<file path="config.mk">
export PLATFORM = sky130hd
export DESIGN_NAME = brr_chain
export DESIGN_NICKNAME = d
export VERILOG_FILES = /design/src/rtl/core/brr_pkg.sv /design/src/rtl/core/brr_cell.sv /design/src/rtl/core/brr_chain.sv
export SDC_FILE = /design/constraint.sdc
export NUM_CORES = 2
export LEC_CHECK = 0
export BUFFER_PORTS_ARGS = -buffer_cell sky130_fd_sc_hd__buf_2
export CORE_MARGIN = 8
export CORE_UTILIZATION = 30
export DETAILED_ROUTE_END_ITERATION = 8
export GPL_TIMING_DRIVEN = 0
export MAX_ROUTING_LAYER = met4
export PLACE_DENSITY_LB_ADDON = 0.12
export SETUP_SLACK_MARGIN = 0.15
export SKIP_LAST_GASP = 1
export SLEW_MARGIN = 20
export SYNTH_ARGS = -nofsm -noshare
export SYNTH_HDL_FRONTEND = slang
export SYNTH_SLANG_ARGS = --single-unit
</file>
<file path="constraint.sdc">
create_clock -name clk -period 110.1 [get_ports clk]
set_input_delay 22.02 -clock clk [delete_from_list [all_inputs] [get_ports clk]]
set_output_delay 22.02 -clock clk [all_outputs]
set_load 0.01 [all_outputs]
</file>
<file path="src/rtl/core/brr_pkg.sv">
`default_nettype none

package brr_pkg;

  localparam int MAX_ROW_LEN = 64;
  localparam int VAL_W       = 64;
  localparam int RLEN_W      = 7;
  localparam int FILL_W      = $clog2(MAX_ROW_LEN);
  localparam int CNT_W       = $clog2(MAX_ROW_LEN + 1);

  typedef logic [VAL_W-1:0] value_t;

  // Shift command broadcast to every cell of the row chain
  typedef struct packed {
    logic push;
    logic pop;
  } shift_op_t;

  typedef enum logic {
    ST_RUN,
    ST_DRAIN
  } state_t;

endpackage

`default_nettype wire

</file>
<file path="src/rtl/core/brr_cell.sv">
`default_nettype none

module brr_cell
  import brr_pkg::*;
(
  input  wire logic      clk,
  input  wire shift_op_t op,
  input  wire value_t    left_in,
  input  wire value_t    right_in,
  output value_t         data_q
);

  value_t data_r;

  // Push takes the neighbor toward the head, pop takes the one toward the tail
  always_ff @(posedge clk) begin
    if (op.push) begin
      data_r <= left_in;
    end else if (op.pop) begin
      data_r <= right_in;
    end
  end

  assign data_q = data_r;

endmodule

`default_nettype wire

</file>
<file path="src/rtl/core/brr_chain.sv">
`default_nettype none

module brr_chain
  import brr_pkg::*;
(
  input  wire logic      clk,
  input  wire shift_op_t op,
  input  wire value_t    push_value,
  output value_t         head_value
);

  value_t cell_q [MAX_ROW_LEN];

  for (genvar i = 0; i < MAX_ROW_LEN; i++) begin : g_cell
    value_t left_w;
    value_t right_w;

    if (i == 0) begin : g_head
      assign left_w = push_value;
    end else begin : g_body_l
      assign left_w = cell_q[i-1];
    end

    // Tail refills with its own word on pop; that slot is never read again
    if (i == MAX_ROW_LEN - 1) begin : g_tail
      assign right_w = cell_q[i];
    end else begin : g_body_r
      assign right_w = cell_q[i+1];
    end

    brr_cell u_cell (
      .clk      (clk),
      .op       (op),
      .left_in  (left_w),
      .right_in (right_w),
      .data_q   (cell_q[i])
    );
  end

  assign head_value = cell_q[0];

endmodule

`default_nettype wire

</file>
# Yosys cells after proc, flatten, opt, wreduce, memory -nomap -nowiden
# Cells that the tools add are included.
# Widths: inputs -> output; s select.
dict set report op_classes {
  n_reduce_logical 1
  n_mux 126
}
# operator n
set op_table {}
lappend op_table {{$mux 64} 126}
lappend op_table {{$reduce_bool 2->1} 1}
dict set report word_totals {
  output_inout_bits 64
  ff_bits 4096
  word_cells 191
  input_bits 67
}

# Longest topological paths before layout
dict set report depth {
  ltp_word 2
  mapped_depth 5
}

# Modules after synthesis
# Synthesis repeated with hierarchy kept, for this count alone.
dict set report unflattened {
  cells_unflattened 8704
  hier_area_um2 185938.3
}
# mod area_each_um2 seq_area_each_um2 n_inst cells_each
set by_module_without_submodules {}
lappend by_module_without_submodules {brr_cell 2905.3 1921.8 64 136}

# Worst setup path before layout
# Ideal clock, no wire load.
dict set report synth_path {
  kind {input-to-reg}
  from {input port op[1] in the netlist's numbering}
  to {register g_cell[0].u_cell.data_r[0], enable pin}
  path_slack_ns 37.346
  path_stages 5
  arrival_ns 69.943
  n_path_buf 4
  setup_ns 2.812
  cell_sequence {buf_4 buf_6 buf_6 buf_6 or2_2}
}
dict set report synth_between {
  elab_chain_len 1
}
# element line
set synth_lines {}
lappend synth_lines {{start, declared} brr_chain.sv:7} ;# input wire shift_op_t op,
lappend synth_lines {{$reduce_bool 2->1 (no source line)} -}
lappend synth_lines {{end signal, assigned} brr_cell.sv:18} ;# data_r <= left_in;
lappend synth_lines {{end signal, assigned} brr_cell.sv:20} ;# data_r <= right_in;
lappend synth_lines {{end, declared} brr_cell.sv:13} ;# value_t data_r;
# No other way between the ends.
# A chain may end at the register's enable or synchronous reset.

# Final worst setup path
dict set report layout_path {
  from {input port op[1] in the netlist's numbering}
  to {register g_cell[32].u_cell.data_r[34], enable pin}
}
dict set report layout_between {
  elab_chain_len 1
}
# element line
set layout_lines {}
lappend layout_lines {{$reduce_bool 2->1 (no source line)} -}
lappend layout_lines {{end signal, assigned} brr_cell.sv:18}
lappend layout_lines {{end signal, assigned} brr_cell.sv:20}
lappend layout_lines {{end, declared} brr_cell.sv:13}
# No other way between the ends.

==> results.ini <==
[clocking]
cts_made_buffers = 462
clkSlewWorstSetupHoldPaths_ps = 60
cts_setup_buffers = 0
h-tree-depth = 5
cts-root-buf = clkbuf_16
tritoncts = built
cts_resized = 0
holdBufCountCts = 0
numClockSinks = 4096
clk_latency_ps = 1000
clockBufferDepth = 4

[floorplan]
boundaryPins = 131
die_h_um = 775
initial_core_util_pct = 30.0
fp-row-count = 279
die_w_um = 775
dieArea_um2 = 601000
coreArea_um2 = 576000

[timing]
setup_ws_ps = 83080
period_share_pct = 24.5
fin_worst_skew_ps = 44.2
rsz0062_at_grt = false
hold_slack_ps = 432
finalSetupViolations = 0
fmax_mhz = 37.0
tns_ps = 0
worstMarginPinSlew_ps = 709
layout_min_cycle_time_ps = 27020
max-slew-margin-rel_pct = 52.7
slew_viol_final = 0
hold_viol = 0

[critical_path]
path_delay_family = buffers and inverters
start_kind = input port
critPathMostFrequentCell = buf_16
critPathRequiredTime_ps = 110740
cp_data_arrival_time_ps = 27660
worst-setup-path-type = input port to flip-flop
crit_chain = buf_6 > buf_4 > buf_6 > buf_6 > buf_6 > or2_4 > buf_16 > buf_16 > buf_16 > buf_12 > buf_12 > buf_16 > buf_16 > buf_12 > buf_16 > buf_12 > buf_16 > buf_16
worstPathBufferInverterCount = 17
cp_max_fo = 56
slowest_delay_ps = 530
critPathCaptureType = flip-flop
crit_slowest_cell = or2_4

[route]
drt_iter0_drc = 4381
first_pass_iters = 5
wire_per_inst_um = 19.8
vias = 76754
wirelength_mm = 341
drc = 0
vias_per_cell = 4.46
ant_nets = 0

[synthesis]
yosysUniqueCellTypes = 6
syn_avg_cell_area_um2 = 20.2
synth_seq_cells = 4096
syn_inst = 8577
synth_area_um2 = 173000
ys_seq_area_share_pct = 71.1
synth_nets = 8644
yosys_warnings = 0

[finish]
final_common_cell = edfxtp_1
area_delta_synth_final_pct = 15.2
finalNetCount = 9325
mostFrequentLayoutCells = edfxtp_1, mux2_2, clkbuf_16, buf_6, buf_2
nFillCells = 53755
post-route-util_pct = 34.6
drive_gt1_share_pct = 54.9
largest_reg_flops = 4096

[power_and_ir_drop]
total_leakage_power_nw = 68.8
p_per_area_nw_per_um2 = 20.5
peakVddDrop_v = 0.0000140

[placed_design]
dp_hpwl_mm = 246
dp_worst_setup_slack_ps = 81840
gp_congestion = 0.672
port_buffers = 130

[global_route]
met1_usage_pct = 16.2
met2_usage_pct = 17.6
grt_start_max_net_pins = 63
grt_usage_pct = 11.5
globalRouteOverflowTotal = 0
busiest_layer = met2
grt_pass1_vias = 88707
grtUsageMet3_pct = 1.42
antenna_found_initial = 5
grt_pass1_wl_mm = 539

[flow_run]
cap_violations = 0

[outcome]
status = completed

[worst_hold_path]
hold_class = flip-flop to flip-flop

[routing by layer]
layer / vias to the layer above / routed length [um]
met3: 533 / 9000
met4: 0 / 7690
li1: 35585 / -
met2: 659 / 157000
met1: 39977 / 168000
met5: - / 0
[cell families (layout without fill, tap and decap cells)]
family / Yosys count / in the layout / share of synthesized area (%)
other: 0 / 5 / 0
flip-flops: 4096 / 4096 / 71.1
multiplexers: 4032 / 4032 / 26.2
buffers and inverters: 448 / 1484 / 2.65
AND/OR/NAND/NOR: 1 / 1 / 0.00362
[where the power goes]
part	internal [mW]	switching, mW	total [mW]
registers	2.09	0.154	2.24
clock network	0.825	0.622	1.45
logic	0.255	0.144	0.399
total	3.17	0.920	4.09
[stage by stage]
stage / instances / instance area, um2 / power, mW
after floorplan: 8577 / 173000 / 2.66
after global placement: 16294 / 183000 / 2.88
after detailed placement: 16381 / 185000 / 2.70
after CTS: 17200 / 199000 / 4.18
after global routing: 17201 / 199000 / 4.29
final: 17205 / 199000 / 4.09
[worst paths after layout]
check                                                           start                                endpoint  slack (ps)  cells past startpoint
worst max-delay path                                            op[1]  g_cell[32].u_cell.data_q[34]$_DFFE_PP_       83080                     18
worst min-delay path            g_cell[62].u_cell.data_q[9]$_DFFE_PP_   g_cell[63].u_cell.data_q[9]$_DFFE_PP_         430                      0
worst max register to register   g_cell[0].u_cell.data_q[1]$_DFFE_PP_    g_cell[1].u_cell.data_q[1]$_DFFE_PP_      109040                      1
worst min register to register  g_cell[62].u_cell.data_q[9]$_DFFE_PP_   g_cell[63].u_cell.data_q[9]$_DFFE_PP_         430                      0
[synthesized netlist by cell type]
library cell	count	area [um2]
edfxtp_1	4096	123000
mux2_2	4032	45400
buf_6	375	4220
buf_2	72	360
buf_4	1	7.51
or2_2	1	6.26
[layout make-up]
cell class | instances | area [um2] | share of cell area [%]
Tap cell | 7587 | 9490 | 4.76
Clock buffer | 587 | 12100 | 6.07
Buffer | 448 | 4590 | 2.30
Sequential cell | 4096 | 123000 | 61.7
Timing Repair Buffer | 217 | 2870 | 1.44
Antenna cell | 5 | 12.5 | 0.00628
Multi-Input combinational cell | 4033 | 45400 | 22.8
Clock inverter | 232 | 1900 | 0.955
(Power assumes the default switching activity.)
